### src/rtl/xdrt_pkg.sv
// Shared types and constants of the XOR-distance routing table.
// Used by every module of the block; depends on nothing.
package xdrt_pkg;

   // Identifier, endpoint and stored entry widths
   localparam int ID_W    = 160;
   localparam int EP_W    = 48;
   localparam int ENTRY_W = ID_W + EP_W;

   // Default table geometry
   localparam int BUCKET_SIZE_DEF = 8;
   localparam int MAX_BUCKETS_DEF = 160;

   // Configuration register indexes
   localparam int CSR_IDX_W = 2;
   typedef enum logic [CSR_IDX_W-1:0] {
      CSR_OWN_ID0 = 2'd0,
      CSR_OWN_ID1 = 2'd1,
      CSR_OWN_ID2 = 2'd2
   } csr_index_type;

   // Operation codes
   localparam logic OP_INSERT = 1'b0;
   localparam logic OP_QUERY  = 1'b1;

   // Result kinds
   typedef enum logic [2:0] {
      KIND_REFRESHED   = 3'd0,
      KIND_APPENDED    = 3'd1,
      KIND_KEPT        = 3'd2,
      KIND_REPLACED    = 3'd3,
      KIND_CLOSEST     = 3'd4,
      KIND_NO_ENTRIES  = 3'd5
   } result_kind_type;

   // Sequencer states
   typedef enum logic [3:0] {
      ST_IDLE,
      ST_SEARCH,
      ST_FILL_RD,
      ST_FILL_WAIT,
      ST_SCAN_RD,
      ST_SCAN_CMP,
      ST_SHIFT_RD,
      ST_SHIFT_WR,
      ST_SAVE_WR,
      ST_INS_DONE,
      ST_Q_FILL_RD,
      ST_Q_FILL_WAIT,
      ST_Q_SCAN,
      ST_Q_DRAIN,
      ST_EMIT
   } state_type;

   // Control of the closest-entry selector
   typedef struct packed {
      logic clear;
      logic push;
   } topk_ctl_type;

endpackage

### src/rtl/xdrt_engine.sv
// Bucket index search unit of the routing table: counts the leading set
// distance bits one per cycle. Depends on xdrt_pkg.
module xdrt_engine #(
   parameter int MAX_BUCKETS = xdrt_pkg::MAX_BUCKETS_DEF,
   localparam int CW = $clog2(MAX_BUCKETS + 1)
) (
   input  logic                   clock,
   input  logic                   start,
   input  logic [MAX_BUCKETS-1:0] dist_bits,
   input  logic [CW-1:0]          limit,
   output logic                   busy,
   output logic [CW-1:0]          count
);

   localparam int BIW = (MAX_BUCKETS > 1) ? $clog2(MAX_BUCKETS) : 1;

   logic [MAX_BUCKETS-1:0] dist_ff;
   logic [CW-1:0]          cnt_ff;
   logic [CW-1:0]          cnt_in;

   // Count set distance bits from bit 0, one bit a cycle, up to the limit
   assign busy = (cnt_ff < limit) && dist_ff[cnt_ff[BIW-1:0]];

   always_comb begin
      cnt_in = cnt_ff;
      if (start) begin
         cnt_in = '0;
      end else if (busy) begin
         cnt_in = cnt_ff + CW'(1);
      end
   end

   always_ff @(posedge clock) begin
      if (start) begin
         dist_ff <= dist_bits;
      end
      cnt_ff <= cnt_in;
   end

   assign count = cnt_ff;

endmodule

### config.mk
export PLATFORM = sky130hd
export DESIGN_NAME = xdrt_engine
export DESIGN_NICKNAME = d
export VERILOG_FILES = /design/src/rtl/xdrt_pkg.sv /design/src/rtl/xdrt_engine.sv
export SDC_FILE = /design/constraint.sdc
export NUM_CORES = 1
export LEC_CHECK = 0
export BUFFER_PORTS_ARGS = -buffer_cell sky130_fd_sc_hd__buf_2
export CELL_PAD_IN_SITES_DETAIL_PLACEMENT = 1
export CELL_PAD_IN_SITES_GLOBAL_PLACEMENT = 1
export CORE_MARGIN = 2
export CORE_UTILIZATION = 47
export DETAILED_ROUTE_END_ITERATION = 6
export GPL_TIMING_DRIVEN = 0
export PLACE_DENSITY_LB_ADDON = 0.1
export SETUP_SLACK_MARGIN = 0.4
export SLEW_MARGIN = 20
export SYNTH_ARGS = -nofsm -noshare
export SYNTH_HDL_FRONTEND = slang
export SYNTH_SLANG_ARGS = --single-unit
### constraint.sdc
create_clock -name clock -period 4.7 [get_ports clock]
set_clock_uncertainty 0.05 [all_clocks]
set_input_delay 0.235 -clock clock [delete_from_list [all_inputs] [get_ports clock]]
set_output_delay 0.235 -clock clock [all_outputs]
set_load 0.01 [all_outputs]
==> flow_summary_export.csv, run 1 <==
group,metric,value,unit
clocking,post_cts_buffers,0,
synthesis,synthXorXnorAreaFrac,0,%
clocking,clk_path_buf_depth,2,
clocking,holdBufCountCts,152,
synthesis,synth_cell_type_count,51,
floorplan,io_pins,179,
synthesis,yosys_warnings,0,
synthesis,synthSimpleGateAreaFrac,4.91,%
outcome,haltStage,"4_1_cts",
floorplan,start_util,47.8,%
floorplan,die_w,125,um
synthesis,syn_area,6900,um^2
synthesis,yosysSeqAreaShare,72.0,%
clocking,cts.sink_count,168,
outcome,status,"stopped before the end",
floorplan,rows,44,
clocking,cts_root_buffer,"clkbuf_16",
synthesis,syn_nets,542,
floorplan,fp.dieH,125,um
synthesis,synth_fa_ha_area_share,1.45,%
clocking,cts_buffers,17,
clocking,ctsResizeCount,0,
synthesis,synth-compound-area-share,3.86,%
clocking,cts_max_level,4,
synthesis,netlist_instances,364,
synthesis,synthMuxAreaShare,15.5,%
placed_design,io_buffers,178,
placed_design,dpl.hpwl,11800,um
synthesis,synth_top_family_by_area,"multiplexers",
placed_design,place_congestion,0.761,
outcome,error,"[ERROR RSZ-0060] Max buffer count reached.",
synthesis,ys_seq_elements,168,
synthesis,syn_avg_cell_area,19.0,um^2
==> synth_stat cells, drive strengths merged <==
master     n  area [um^2]
nand4      2         12.5
a22oi      4         30.0
nor4       1         6.26
o41ai      1         8.76
a21boi     1         7.51
inv       13         48.8
and4b      1         10.0
edfxtp   160         4800
o21ai      4         23.8
a2111oi    2         36.3
nor3b      1         7.51
nor2      17         66.3
dfxtp      8          160
o31a       1         8.76
a21oi      4         20.0
mux2       8         93.8
and4       2         17.5
buf       14         95.1
or4        1         7.51
nand2      8         30.0
clkbuf     4         15.0
nor2b      7         43.8
nand2b     3         18.8
nand3b     1         7.51
nor3       3         15.0
nor4b      1         8.76
o2bb2ai    1         8.76
and2       1         6.26
o311a      1         10.0
a31oi      1         6.26
mux4      34          766
and3b      1         8.76
and3       1         6.26
mux2i     21          210
a22o       3         26.3
or4bb      1         11.3
a311oi     1         8.76
ha         8          100
o211ai     2         20.0
a211oi     3         22.5
o31ai      2         28.8
nand3     11         55.1
==> stage by stage <==
step           cell area [um^2]  util (%)  setup slack, ns  cells
3_5_place_dp               8060      55.9             1.58    727
3_3_place_gp               8020      55.6             1.02    726
2_1_floorplan              6900         -             1.96    364
==> cell families after synthesis <==
family / after synthesis
simple gates: 63
flops: 168
fa+ha+maj: 8
mux: 63
buf+inv: 31
compound gates: 31
==> run 2: changes to the inputs <==
==> config.mk (replaced) <==
export PLATFORM = sky130hd
export DESIGN_NAME = xdrt_engine
export DESIGN_NICKNAME = d
export VERILOG_FILES = /design/src/rtl/xdrt_pkg.sv /design/src/rtl/xdrt_engine.sv
export SDC_FILE = /design/constraint.sdc
export NUM_CORES = 1
export LEC_CHECK = 0
export BUFFER_PORTS_ARGS = -buffer_cell sky130_fd_sc_hd__buf_2
export CORE_MARGIN = 2
export CORE_UTILIZATION = 35
export DETAILED_ROUTE_END_ITERATION = 6
export GPL_TIMING_DRIVEN = 0
export PLACE_DENSITY_LB_ADDON = 0.15
export SLEW_MARGIN = 20
export SYNTH_ARGS = -nofsm -noshare
export SYNTH_HDL_FRONTEND = slang
export SYNTH_SLANG_ARGS = --single-unit
==> run 2 against run 1 <==
The run now ends clean; synthesized cell count is the same; synthesized area stayed put.
==> flow_summary_export.csv, run 2 <==
group,metric,value,unit
outcome,status,"completed",
placed_design,dpl.hpwl,11400,um
clocking,cts_buffers,17,
clocking,cts_root_buffer,"clkbuf_16",
pwr,seqPwrFrac,43.3,%
clocking,cts_tree,"built",
synthesis,yosysTopAreaCellShare,69.6,%
grt,grt_pass1_vias,4945,
synthesis,syn_area,6900,um^2
critical_path,ff2ff_setup_slack,1.64,ns
routing,final_antenna_net_count,0,
critical_path,path_cells,"buf_2, buf_2, mux4_2, mux2i_1, o41ai_1, or4bb_1, o21ai_2, nor2_2, buf_2",
grt,grt-ovfl-total,0,
pwr,power.density,405,nW/um^2
synthesis,ys_top_cells_by_count,"edfxtp_1 (160), mux4_2 (34), mux2i_1 (21), nor2_1 (16), inv_1 (13)",
grt,grt_max_degree,96,
placed_design,io_buffers,178,
synthesis,synth_cell_type_count,51,
synthesis,synthFlopType,"edfxtp_1",
floorplan,rows,51,
synthesis,async_flop_share,0,%
sta,setup_viol,0,
cells_and_area,largest_register_ffs,160,
clocking,cts.sink_count,168,
run,cap_violations,0,
floorplan,die_w,144,um
sta,worst_slew_pin_slew,0.565,ns
grt,antenna_found_initial,1,
cells_and_area,final_common_cell,"buf_2",
critical_path,critPathLaunchType,"register",
clocking,post_cts_buffers,0,
routing,drt_iter0_markers,221,
hold_path,min-delay-start,"start",
floorplan,fp.dieH,144,um
critical_path,crit_top_cell,"buf_2",
synthesis,yosys_warnings,0,
pwr,intPower,3.05,mW
cells_and_area,drive_above_1_share,36.2,%
synthesis,netlist_instances,364,
critical_path,worstPathRequired,4.41,ns
routing,wl,17800,um
sta,fin_crit,3.44,ns
cells_and_area,fillers,1634,
hold_path,hp-class,"primary input to register",
clocking,path_clk_slew,0.07,ns
sta,tns,0,ns
floorplan,start_util,35.6,%
clocking,clk_latency,0.43,ns
floorplan,core,19400,um^2
pwr,p_sw,1.13,mW
pwr,swShare,27.0,%
pwr,clock_power_share,32.3,%
sta,fin_crit_sh,73.3,%
cells_and_area,fin_nets,900,
grt,grt_use_total,17.5,%
synthesis,ys_seq_elements,168,
critical_path,crit_path_top_delay_cell,"or4bb_1",
synthesis,synth_top_area_cell,"edfxtp_1",
floorplan,dieArea,20900,um^2
cells_and_area,final_cell_mix,"buf_2 (184), edfxtp_1 (160), dlygate4sd3_1 (160)",
critical_path,critPathMaxFanout,10,
synthesis,synth_edf_count,160,
pwr,power.total,4.18,mW
sta,rsz0062_at_grt,"no",
routing,viasPerCell,4.65,
synthesis,syn_avg_cell_area,19.0,um^2
clocking,cts_max_level,4,
synthesis,ys_top_cells_by_area,"edfxtp_1 (70%), mux4_2 (11%), mux2i_1 (3.0%)",
routing,wl_per_cell,17.8,um
critical_path,critPathMaxStageDelay,0.53,ns
synthesis,yosysMostFrequentCell,"edfxtp_1",
pwr,power_leakage,3.96,nW
pwr,pwr-share-comb,24.4,%
cells_and_area,syn2layout_area_growth,49.7,%
grt,grt_pass1_wl,26300,um
critical_path,reg2regPathDepth,9,
hold_path,holdPathStages,1,
sta,hold_viol,0,
critical_path,r2r-start,"count[0]",
critical_path,critPathBufInv,3,
synthesis,yosysSeqAreaShare,72.0,%
critical_path,end_kind,"primary output",
sta,max_freq,290,MHz
sta,relSlewSlack,62.3,%
synthesis,syn_nets,542,
placed_design,place_congestion,0.751,
clocking,clk_path_buf_depth,2,
pwr,vdd_ir_drop_max,0.217,mV
sta,slew_viol_final,0,
routing,firstDrtPassIters,4,
critical_path,cp.depth,9,
hold_path,hold_end,"dist_ff[45]",
cells_and_area,regMostFlops,"dist_ff",
floorplan,io_pins,179,
critical_path,r2r-end,"count[3]",
routing,via_count,4655,
critical_path,worst-setup-path-type,"register to primary output",
routing,drc,0,
critical_path,critPathArrivalTime,3.16,ns
cells_and_area,seqCellArea,4960,um^2
critical_path,cp_top_family,"buffers and inverters",
cells_and_area,multiInputGateArea,1780,um^2
-- run 2: cell counts after synthesis --
No cell type changed its count.
-- run 2: final cells by class --
type | count | area share (%)
Multi-Input combinational cell | 165 | 17.2
Sequential cell | 168 | 48.1
Antenna cell | 1 | 0.0242
Buffer | 18 | 1.07
Clock inverter | 14 | 1.30
Timing Repair Buffer | 339 | 24.5
Clock buffer | 18 | 4.16
Tap cell | 265 | 3.21
Inverter | 13 | 0.473
-- run 2: cell families (layout without fill, tap and decap cells) --
group	Yosys count	in the layout	share of synthesized area (%)
fa+ha+maj	8	8	1.45
flops	168	168	72.0
simple gates	63	63	4.92
compound gates	31	31	3.86
mux	63	63	15.5
other cells	0	1	0
buf+inv	31	402	2.30
-- run 2: what timing repair did --
item | 4_1_cts | 5_1_grt
resized for setup | 0 | 0
hold endpoints to repair | 160 | 0
hold buffers | 160 | 0
-- run 2: through the flow --
stage               cells  area, um^2  setup slack, ns  hold WS (ns)  utilization (%)
global placement      807        8120            0.964         0.361             41.9
CTS                  1000       10300             1.16         0.238             53.2
global route         1000       10300            0.996         0.234             53.2
detailed placement    808        8160             1.60         0.363             42.1
floorplan             364        6900             1.96         0.284                -
finish               1001       10300             1.26         0.235             53.2
-- run 2: worst max path at each step --
stage | start | endpoint | slack (ns)
final | count[1] | busy | 1.26
after global routing | count[1] | busy | 1.0
after CTS | count[1] | busy | 1.16
after detailed placement | count[1] | count[3] | 1.60
after global placement | start | count[2] | 0.96
after floorplan | count[0] | count[0] | 1.96
-- run 2: layer usage --
layer / GRT usage, % / wire (um) / vias up
met1: 21.4 / 7420 / 2290
met3: 5.10 / 1010 / 17
li1: - / - / 2197
met2: 30.2 / 9130 / 151
met4: 5.26 / 217 / 0
met5: 0 / 0 / -
-- run 2: power groups by stage --
| stage | sequential [mW] | clock, mW | combinational (mW) |
|---|---|---|---|
| floorplan | 1.83 | 0 | 0.604 |
| global placement | 1.84 | 0 | 0.930 |
| detailed placement | 1.84 | 0 | 0.938 |
| CTS | 1.81 | 1.39 | 1.04 |
| global route | 1.82 | 1.45 | 1.11 |
| finish | 1.81 | 1.35 | 1.02 |
Note: power is estimated with default switching activity, not from simulation.
