--- config.mk ---
export PLATFORM = sky130hd
export DESIGN_NAME = xdrt_fill_tbl
export DESIGN_NICKNAME = d
export VERILOG_FILES = /design/src/rtl/xdrt_pkg.sv /design/src/rtl/xdrt_fill_tbl.sv
export SDC_FILE = /design/constraint.sdc
export NUM_CORES = 1
export LEC_CHECK = 0
export ABC_AREA = 1
export BUFFER_PORTS_ARGS = -buffer_cell sky130_fd_sc_hd__buf_4
export CELL_PAD_IN_SITES_DETAIL_PLACEMENT = 1
export CELL_PAD_IN_SITES_GLOBAL_PLACEMENT = 1
export CORE_MARGIN = 2
export CORE_UTILIZATION = 52
export CTS_BUF_LIST = sky130_fd_sc_hd__clkbuf_4 sky130_fd_sc_hd__clkbuf_8
export DETAILED_ROUTE_END_ITERATION = 7
export PLACE_DENSITY_LB_ADDON = 0.1
export SKIP_CTS_REPAIR_TIMING = 1
export SLEW_MARGIN = 20
export SYNTH_ARGS = -nofsm -noshare
export SYNTH_HDL_FRONTEND = slang
export SYNTH_SLANG_ARGS = --single-unit
export TNS_END_PERCENT = 100
--- constraint.sdc ---
create_clock -name clock -period 1.69 [get_ports clock]
set_input_delay 0.169 -clock clock [delete_from_list [all_inputs] [get_ports clock]]
set_output_delay 0.169 -clock clock [all_outputs]
set_load 0.005 [all_outputs]
--- src/rtl/xdrt_pkg.sv ---
// Shared types and constants of the XOR-distance routing table.
// Used by every module of the block; depends on nothing.
package xdrt_pkg;

   // Identifier, endpoint and stored entry widths
   localparam int ID_W    = 160;
   localparam int EP_W    = 48;
   localparam int ENTRY_W = ID_W + EP_W;

   // Default table geometry
   localparam int BUCKET_SIZE_DEF = 8;
   localparam int MAX_BUCKETS_DEF = 160;

   // Configuration register indexes
   localparam int CSR_IDX_W = 2;
   typedef enum logic [CSR_IDX_W-1:0] {
      CSR_OWN_ID0 = 2'd0,
      CSR_OWN_ID1 = 2'd1,
      CSR_OWN_ID2 = 2'd2
   } csr_index_type;

   // Operation codes
   localparam logic OP_INSERT = 1'b0;
   localparam logic OP_QUERY  = 1'b1;

   // Result kinds
   typedef enum logic [2:0] {
      KIND_REFRESHED   = 3'd0,
      KIND_APPENDED    = 3'd1,
      KIND_KEPT        = 3'd2,
      KIND_REPLACED    = 3'd3,
      KIND_CLOSEST     = 3'd4,
      KIND_NO_ENTRIES  = 3'd5
   } result_kind_type;

   // Sequencer states
   typedef enum logic [3:0] {
      ST_IDLE,
      ST_SEARCH,
      ST_FILL_RD,
      ST_FILL_WAIT,
      ST_SCAN_RD,
      ST_SCAN_CMP,
      ST_SHIFT_RD,
      ST_SHIFT_WR,
      ST_SAVE_WR,
      ST_INS_DONE,
      ST_Q_FILL_RD,
      ST_Q_FILL_WAIT,
      ST_Q_SCAN,
      ST_Q_DRAIN,
      ST_EMIT
   } state_type;

   // Control of the closest-entry selector
   typedef struct packed {
      logic clear;
      logic push;
   } topk_ctl_type;

endpackage

--- src/rtl/xdrt_fill_tbl.sv ---
// Bucket fill table: one memory of fill counts with a valid bit per bucket,
// so a bucket never written reads as empty. Depends on xdrt_pkg.
module xdrt_fill_tbl #(
   parameter int MAX_BUCKETS = xdrt_pkg::MAX_BUCKETS_DEF,
   parameter int BUCKET_SIZE = xdrt_pkg::BUCKET_SIZE_DEF,
   localparam int BIW = (MAX_BUCKETS > 1) ? $clog2(MAX_BUCKETS) : 1,
   localparam int FW  = $clog2(BUCKET_SIZE + 1)
) (
   input  logic           clock,
   input  logic           reset,
   input  logic           rd_en,
   input  logic [BIW-1:0] rd_addr,
   output logic [FW-1:0]  rd_data,
   input  logic           wr_en,
   input  logic [BIW-1:0] wr_addr,
   input  logic [FW-1:0]  wr_data
);

   logic [FW-1:0]          mem [MAX_BUCKETS];
   logic [MAX_BUCKETS-1:0] vld_ff;
   logic [MAX_BUCKETS-1:0] vld_in;
   logic [FW-1:0]          raw_ff;
   logic                   hit_ff;

   // Mark a bucket valid once written
   always_comb begin
      vld_in = vld_ff;
      if (wr_en) begin
         vld_in[wr_addr] = 1'b1;
      end
   end

   always_ff @(posedge clock) begin
      if (reset) begin
         vld_ff <= '0;
      end else begin
         vld_ff <= vld_in;
      end
   end

   // Count store with registered read
   always_ff @(posedge clock) begin
      if (wr_en) begin
         mem[wr_addr] <= wr_data;
      end
      if (rd_en) begin
         raw_ff <= mem[rd_addr];
         hit_ff <= vld_ff[rd_addr];
      end
   end

   // Unwritten bucket reads as empty
   assign rd_data = hit_ff ? raw_ff : '0;

`ifndef SYNTH
   a_fill_range: assert property (@(posedge clock) disable iff (reset)
      wr_en |-> (wr_data != '0) && (wr_data <= FW'(BUCKET_SIZE)))
      else $error("fill count written out of range");
`endif

endmodule

==> results of run 1 <==
[through the flow]
step	setup slack [ps]	hold WS [ps]	setup TNS, ps
floorplan	168	268	0
global placement	-418	443	-6010
detailed placement	-462	459	-23090
CTS	-151	-363	-907
global route	-161	60.4	-697
finish	-111	60.1	-395
[cell type report]
cell class,count,area [µm²]
fillers,6692,22800
inverters,74,292
repair buffers,386,3850
diodes,1,2.50
flip-flops and latches,805,22600
clock inverters,41,269
well taps,846,1060
clock buffers,212,2560
multi-input cells,2099,9190
[registers in the layout (all words and copies together) (netlist names)]
signal  count
raw_ff      4
vld_ff    160
mem       640
hit_ff      1
[worst min path at each step]
stage	startpoint	endpoint	slack, ps	cells past startpoint
2_1_floorplan	wr_data[0]	mem[0][0]$_DFFE_PP_	270	0
3_3_place_gp	vld_ff[130]$_SDFFE_PP0P_	vld_ff[130]$_SDFFE_PP0P_	440	2
3_5_place_dp	vld_ff[146]$_SDFFE_PP0P_	vld_ff[146]$_SDFFE_PP0P_	460	2
4_1_cts	rd_en	raw_ff[3]$_DFFE_PP_	-360	1
5_1_grt	wr_addr[6]	mem[155][3]$_DFFE_PP_	60	5
6_report	wr_addr[6]	mem[155][3]$_DFFE_PP_	60	5
[report_power, final]
group	switching (mW)	internal, mW
logic	2.16	0.993
registers	0.0258	21.4
clock network	8.04	9.88
[worst min-delay path: stages]
cell,delay [ps]
buf_4,100
nor3_1,50
inv_1,60
buf_4,150
nor2_1,130
[cell families (layout without fill, tap and decap cells)]
kind of cell / Yosys count / count (layout) / share of synthesized area (%)
AOI/OAI and AO/OA: 133 / 133 / 2.45
buffers and inverters: 274 / 713 / 3.70
DFF: 805 / 805 / 68.9
other: 0 / 1 / 0
and+or+nand+nor: 1966 / 1966 / 24.9
[metal layers]
layer,GRT usage [%],share of wire (%),up-vias
met1,42.8,40,13100
met2,56.1,49,1101
met3,7.06,7.6,234
li1,-,-,11600
met4,13.6,3.2,4
met5,0,0.016,-
[synthesized netlist by cell type]
master and instances:
o21ai_0 83, buf_1 33, buf_2 66, nor3_1 6, buf_4 21, o21ai_1 2
nand3_1 622, o211ai_1 6, o221ai_1 28, clkbuf_1 77, clkinv_1 1, nand2_1 725
inv_1 71, dfxtp_1 160, buf_6 3, o22ai_1 11, a22oi_1 1, inv_2 2
edfxtp_1 645, a21oi_1 2, nor2_1 613
==> results.md, run 1 <==
* R2R setup slack at -30 ps
* Layout cells sized above 1 at 18.4%
* Syn_nets at 3202
* Critical Path Stages at 3
* Initial Util at 52.3%
* Hold Vio Cnt, Final at 0
* Max VDD drop at 1.00 mV
* Worst r2r path cells at 10
* Largest net degree at the start of global routing at 105
* CTS Sinks at 805
* Total power draw at 42.5 mW
* Initial drt markers at 2619
* DRC violations left at 0
* First-pass GRT wire length at 162000 µm
* Number of synthesized register bits at 805
* Detailed-route via count at 26000
* Data required, critical path at 1520 ps
* Commonest non-fill, non-tap cells in the layout: nand2_1 (720), edfxtp_1 (645), nor2_1 (613)
* Chip width at 255 µm
* Area Growth Syn to Fin at 21.5%
* Maxcap violations at 0
* H-tree depth at 4
* Inserted Clock Buffers at 136
* DP Area at 0.0366 mm²
* Reg clk slew, reported paths at 70 ps
* Worst skew pair latency at 790 ps
* Routed WL at 108000 µm
* Critical path startpoint category: flop
* Seq/Total Area, Yosys at 68.9%
* Pwr Density at 1070 mW/mm²
* Placed cells at 4202
* Commonest non-fill, non-tap cell in the layout: nand2_1
* Synth top area share at 59.1%
* Critical path class: reg -> out
* Gr usage total at 33.6%
* Routed WL per cell at 24.2 µm
* CP Max Fanout at 4
* Leakage power at 14.8 nW
* Setup crit end kind: primary output
* Worst-path cell chain: nand2_1, inv_2, buf_6
* RePlAce Congestion at 0.894
* Failing checks: setup timing
* Slew at the pin with the worst max-slew slack at 607 ps
* Via density at 5.83
* Yosys warnings at 0
* Yosys cell types at 21
* Die Area at 0.0650 mm²
* Hold/Removal Path Class: in -> reg
* ANT nets after route at 0
* # setup viols final at 5
* Top Family by Delay on Critical Path: flip-flops
* Arrival @ worst endpoint at 1630 ps
* Vias in the first global route at 27600
* Final core occ at 63.6%
* Pins Over Slew Limit at 0
* Relative slew margins at 59.5%
* Synth top area cells: edfxtp_1 (59%), dfxtp_1 (9.8%), nand3_1 (9.5%), nand2_1 (8.3%), nor2_1 (7.0%)
* Final Skew at 23.2 ps
* CTS tree: yes
* Status: finished with violations
* Synthesized area per cell at 10.3 µm²
* Final WS setup at -111 ps
* Drt first pass iters at 5
* Clock tree buffer depth at 3
* Root Buffer: clkbuf_8
* Core Box Area at 0.0626 mm²
* WP buf/inv at 2
* Worst R2R Start: mem[73][0]$_DFFE_PP_
* Non-filler instance count after layout at 4464
* Initial antenna violation count at 3
* Chip Height at 255 µm
* Synthesized area at 0.0328 mm²
* Worst stage delay on the critical path at 510 ps
* RSZ-0062 raised after global routing: yes
* Cells after Synth at 3178
* Nets at 3526
* CP endpoint: rd_data[0]
* Crit share post-route at 107%
* Buffers on Ports at 27
* GRT overflow at 0
* CP max-delay cell: edfxtp_1
* Maximum clock rate at 555 MHz
* Num rows at 92
* Worst R2R End: raw_ff[0]$_DFFE_PP_
* Tmin final at 1800 ps
* Worst setup path startpoint: hit_ff$_DFFE_PP_
* Hpwl dp at 69300 µm
* Area leader, netlist: edfxtp_1
* Final Cell Area at 0.0398 mm²
* # IOs at 28
No activity file was read; power rests on OpenSTA's default activity.
==> run 2: changes to the inputs <==
--- a/config.mk
+++ b/config.mk
@@ -6,10 +6,10 @@
 export NUM_CORES = 1
 export LEC_CHECK = 0
 export ABC_AREA = 1
-export BUFFER_PORTS_ARGS = -buffer_cell sky130_fd_sc_hd__buf_4
+export BUFFER_PORTS_ARGS = -buffer_cell sky130_fd_sc_hd__buf_2
 export CELL_PAD_IN_SITES_DETAIL_PLACEMENT = 1
 export CELL_PAD_IN_SITES_GLOBAL_PLACEMENT = 1
-export CORE_MARGIN = 2
+export CORE_MARGIN = 5
 export CORE_UTILIZATION = 52
 export CTS_BUF_LIST = sky130_fd_sc_hd__clkbuf_4 sky130_fd_sc_hd__clkbuf_8
 export DETAILED_ROUTE_END_ITERATION = 7
==> constraint.sdc (replaced) <==
create_clock -name clock -period 1.9 [get_ports clock]
set_input_delay 0.19 -clock clock [delete_from_list [all_inputs] [get_ports clock]]
set_output_delay 0.19 -clock clock [all_outputs]
set_load 0.005 [all_outputs]
==> results.md, run 2 (synthesis results as in run 1) <==
* Routed WL at 106000 µm (-1.8%)
* Reg clk slew, reported paths at 60 ps (about the same)
* Maxcap violations at 0 (unchanged)
* Max VDD drop at 0.793 mV (-21%)
* Vias in the first global route at 27000 (-1.9%)
* Biggest register: mem
* Worst setup path startpoint: hit_ff$_DFFE_PP_
* ANT nets after route at 0 (unchanged)
* Worst skew pair latency at 810 ps (+20 ps)
* Critical path startpoint category: flop
* Setup crit end kind: primary output
* Inserted Clock Buffers at 136 (unchanged)
* Drt first pass iters at 5 (unchanged)
* Max reg flops at 640 (unchanged)
* Relative slew margins at 49.0% (-11 points)
* Total power draw at 37.6 mW (-12%)
* Pins Over Slew Limit at 0 (unchanged)
* Worst r2r path cells at 10 (unchanged)
* # setup viols final at 0 (-5)
* Pwr Density at 965 mW/mm² (-9.6%)
* Total Neg Setup Slack at 0 ps (+395 ps)
* Gr usage total at 31.2% (-2.4 points)
* Layout cells sized above 1 at 15.4% (-3.0 points)
* Num rows at 92 (unchanged)
* Routed WL per cell at 24.2 µm (-0.14%)
* Commonest non-fill, non-tap cells in the layout: nand2_1 (725), edfxtp_1 (645), nand3_1 (621)
* Hold Vio Cnt, Final at 0 (unchanged)
* Nets at 3449 (-2.2%)
* R2R setup slack at 150 ps (+180 ps)
* Status: finished clean
* Hold/Removal Path Class: in -> reg
* CTS tree: yes
* Final core occ at 62.0% (-1.5 points)
* CP endpoint: rd_data[0]
* RePlAce Congestion at 0.861 (-3.7%)
* Critical path class: reg -> out
* Worst R2R Start: mem[77][1]$_DFFE_PP_
* Hpwl dp at 68800 µm (-0.69%)
* Initial drt markers at 2551 (-2.6%)
* Chip width at 261 µm (+2.4%)
* Clock tree buffer depth at 3 (unchanged)
* H-tree depth at 4 (unchanged)
* Fin Hold WS at 14.7 ps (-45.4 ps)
* Slew at the pin with the worst max-slew slack at 765 ps (+158 ps)
* Root Buffer: clkbuf_8
* Reg area at 0.0226 mm² (unchanged)
* Commonest non-fill, non-tap cell in the layout: nand2_1
* Largest net degree at the start of global routing at 68 (-35%)
* Via density at 5.83 (about the same)
* Data required, critical path at 1710 ps (+190 ps)
* Multi-input gate area at 0.00897 mm² (-2.4%)
* Buffers on Ports at 27 (unchanged)
* Die Area at 0.0681 mm² (+4.8%)
* RSZ-0062 raised after global routing: no
* CTS Sinks at 805 (unchanged)
* Core Box Area at 0.0627 mm² (+0.18%)
* Crit share post-route at 98.7%
* Area Growth Syn to Fin at 18.8%
* CP Max Fanout at 4 (unchanged)
* First-pass GRT wire length at 160000 µm (-0.79%)
* Detailed-route via count at 25600 (-1.7%)
* Chip Height at 261 µm (+2.4%)
* Initial Util at 52.2% (-0.096 points)
* Arrival @ worst endpoint at 1680 ps (+50 ps)
* GRT overflow at 0 (unchanged)
* Filler cells at 6744 (+0.78%)
* # IOs at 28 (unchanged)
* Maximum clock rate at 534 MHz
* Top Registers: mem (640), vld_ff (160), raw_ff (4)
* Worst R2R End: raw_ff[1]$_DFFE_PP_
* Initial antenna violation count at 9 (+6)
* DRC violations left at 0 (unchanged)
* Leakage power at 14.3 nW (-3.4%)
* Final Skew at 42.9 ps (+19.7 ps)
* Tmin final at 1870 ps
run 2: cell type report:
| cell class | instances | share of cell area [%] |
|---|---|---|
| timing repair buffer | 309 | 8.25 |
| antenna | 4 | 0.0257 |
| clock inverter | 39 | 0.666 |
| clock buffer | 213 | 6.51 |
| multi-input combinational | 2099 | 23.1 |
| tap | 846 | 2.72 |
| sequential | 805 | 58.0 |
| inverter | 74 | 0.753 |
run 2: routing by layer:
layer	global-route usage, %	vias up	share of wire (%)
met5	0	-	0.039
met4	12.8	6	3.9
met3	7.20	238	8.3
met2	51.4	1051	48
met1	40.2	12900	39
li1	-	11400	-
run 2: critical path, stage by stage, from the launching register on:
cell      delay [ps]
edfxtp_1         460
nand2_1          120
inv_1            160
buf_2            150
run 2: power breakdown:
part | total (mW) | switching [mW] | internal, mW
Combinational | 2.70 | 1.87 | 0.829
Sequential | 19.1 | 0.0262 | 19.1
Clock | 15.8 | 7.10 | 8.67
Total | 37.6 | 8.99 | 28.6
run 2: worst min-delay path by stage:
stage	startpoint	endpoint	slack [ps]	cells past startpoint
after floorplan	wr_data[0]	mem[0][0]$_DFFE_PP_	290	0
after global placement	vld_ff[141]$_SDFFE_PP0P_	vld_ff[141]$_SDFFE_PP0P_	440	2
after detailed placement	vld_ff[153]$_SDFFE_PP0P_	vld_ff[153]$_SDFFE_PP0P_	460	2
after CTS	rd_en	raw_ff[2]$_DFFE_PP_	-350	1
after global routing	rd_addr[5]	raw_ff[2]$_DFFE_PP_	6	6
final	rd_addr[5]	raw_ff[2]$_DFFE_PP_	10	6
run 2: stage by stage:
step	instance area (µm²)	setup slack, ps	std cells
final	38900	25.6	4389
after global routing	38900	14.8	4387
after CTS	38800	10.4	4377
after detailed placement	36000	-386	4125
after global placement	36000	-370	4125
after floorplan	32800	357	3178
==> run 3: changes to the inputs <==
--- a/config.mk
+++ b/config.mk
@@ -10,7 +10,7 @@
 export CELL_PAD_IN_SITES_DETAIL_PLACEMENT = 1
 export CELL_PAD_IN_SITES_GLOBAL_PLACEMENT = 1
 export CORE_MARGIN = 5
-export CORE_UTILIZATION = 52
+export CORE_UTILIZATION = 47
 export CTS_BUF_LIST = sky130_fd_sc_hd__clkbuf_4 sky130_fd_sc_hd__clkbuf_8
 export DETAILED_ROUTE_END_ITERATION = 7
 export PLACE_DENSITY_LB_ADDON = 0.1
==> constraint.sdc (replaced) <==
create_clock -name clock -period 1.6 [get_ports clock]
set_input_delay 0.16 -clock clock [delete_from_list [all_inputs] [get_ports clock]]
set_output_delay 0.16 -clock clock [all_outputs]
set_load 0.005 [all_outputs]
==> results.md, run 3 (synthesis results as in run 1) <==
* Status: finished with violations
* Failing checks: setup timing
* Initial Util at 47.6% (-4.6 points)
* Clock tree buffer depth at 3 (unchanged)
* Critical path startpoint category: flop
* DRC violations left at 0 (unchanged)
* Detailed-route via count at 25600 (-0.012%)
* # setup viols final at 5 (+5)
* CTS Sinks at 805 (unchanged)
* Top Registers: mem (640), vld_ff (160), raw_ff (4)
* Routed WL per cell at 23.5 µm (-3.0%)
* Final WS setup at -126 ps (-152 ps)
* Buffers on Ports at 27 (unchanged)
* Tmin final at 1730 ps
* Worst-path cell chain: nand2_1, inv_2, buf_2
* CP max-delay cell: edfxtp_1
* Leakage power at 15.2 nW (+6.3%)
* Reg clk slew, reported paths at 50 ps (about the same)
* Layout cells sized above 1 at 21.8% (+6.4 points)
* Worst skew pair latency at 800 ps (about the same)
* Final Cell Area at 0.0407 mm² (+4.7%)
* WP buf/inv at 2 (unchanged)
* Place WS at -620 ps (-234 ps)
* Critical path class: reg -> out
* Pins Over Slew Limit at 0 (unchanged)
* First-pass GRT wire length at 162000 µm (+0.94%)
* RePlAce Congestion at 0.906 (+5.2%)
* Num rows at 96 (+4.3%)
* Commonest non-fill, non-tap cells in the layout: nand2_1 (711), edfxtp_1 (645), nor2_1 (613)
* Placed cells at 4327 (+4.9%)
* Root Buffer: clkbuf_8
* Non-filler instance count after layout at 4590 (+4.6%)
* Arrival @ worst endpoint at 1570 ps (-110 ps)
* Area Growth Syn to Fin at 24.4%
* Largest net degree at the start of global routing at 100 (+47%)
* Hpwl dp at 71500 µm (+3.9%)
* H-tree depth at 4 (unchanged)
* Gr usage total at 28.4% (-2.7 points)
* CTS tree: yes
* Crit share post-route at 108%
* Worst stage delay on the critical path at 440 ps (-20 ps)
* Hold Vio Cnt, Final at 0 (unchanged)
* ANT nets after route at 0 (unchanged)
* Pwr Density at 1110 mW/mm² (+15%)
* CP Max Fanout at 4 (unchanged)
* Via density at 5.57 (-4.4%)
* Total power draw at 45.2 mW (+20%)
* Vias in the first global route at 27200 (+0.58%)
* Biggest register: mem
* Die Area at 0.0751 mm² (+10%)
* Initial antenna violation count at 9 (unchanged)
* Routed WL at 108000 µm (+1.5%)
* Maximum clock rate at 579 MHz
* Hold/Removal Path Class: in -> reg
* Max reg flops at 640 (unchanged)
* Commonest non-fill, non-tap cell in the layout: nand2_1
* Drt first pass iters at 6 (+1)
* Setup crit end kind: primary output
* Nets at 3567 (+3.4%)
* Initial drt markers at 2163 (-15%)
* Chip Height at 274 µm (+5.0%)
* Final Skew at 40.0 ps (-2.91 ps)
* # IOs at 28 (unchanged)
* GRT overflow at 0 (unchanged)
* Core Box Area at 0.0688 mm² (+9.7%)
* Chip width at 274 µm (+5.0%)
* Relative slew margins at 58.1% (+9.1 points)
* Inserted Clock Buffers at 137 (+0.74%)
* Maxcap violations at 0 (unchanged)
* Data required, critical path at 1440 ps (-270 ps)
* Max VDD drop at 0.869 mV (+9.6%)
* Top Family by Delay on Critical Path: flip-flops
* Slew at the pin with the worst max-slew slack at 629 ps (-136 ps)
* DP Area at 0.0371 mm² (+2.9%)
* RSZ-0062 raised after global routing: yes
==> run 3: changes by cell type in the layout (fill, tap and decap cells not counted), sizes merged <==
cell and change:
clkbuf -1, diode -1, inv -1, clkinvlp -1, bufinv +1, clkinv +2
buf +117
==> run 3: cell type report <==
type / instances / area, µm²
clock buffers: 212 / 2550
multi-input cells: 2099 / 9690
diodes: 3 / 7.51
clock inverters: 40 / 285
flip-flops and latches: 805 / 22600
repair buffers: 426 / 4180
inverters: 74 / 292
well taps: 931 / 1160
fillers: 7407 / 28100
==> run 3: tightest hold or removal path: cells and delay by family <==
family,cells,cell delay [ps]
simple gates,4,300
buf+inv,1,210
==> run 3: worst paths after layout <==
kind         cells past startpoint                       end                startpoint  slack (ps)
max reg2reg                     10       raw_ff[0]$_DFFE_PP_      mem[69][0]$_DFFE_PP_         -10
min                              5       raw_ff[2]$_DFFE_PP_                rd_addr[5]          80
max                              3                rd_data[2]          hit_ff$_DFFE_PP_        -130
min reg2reg                      2  vld_ff[157]$_SDFFE_PP0P_  vld_ff[157]$_SDFFE_PP0P_         470
==> run 3: power by group <==
group	internal [mW]	switching (mW)
registers	22.6	0.0219
clock network	10.5	8.46
logic	1.14	2.36
total	34.3	10.8
==> run 3: routing by layer <==
layer,wire length (µm),track usage [%],vias to the layer above
li1,-,-,11600
met1,45300,37.6,12900
met2,52100,47.4,833
met3,7270,6.10,200
met4,2980,8.77,8
met5,46,0,-
==> run 3: stage by stage <==
step	setup TNS, ps	util, %	hold WS, ps
after floorplan	0	-	259
after global routing	-939	59.2	34.2
after global placement	-21750	53.9	447
after CTS	-1650	58.0	-372
after detailed placement	-44700	53.9	455
final	-400	59.2	80.4
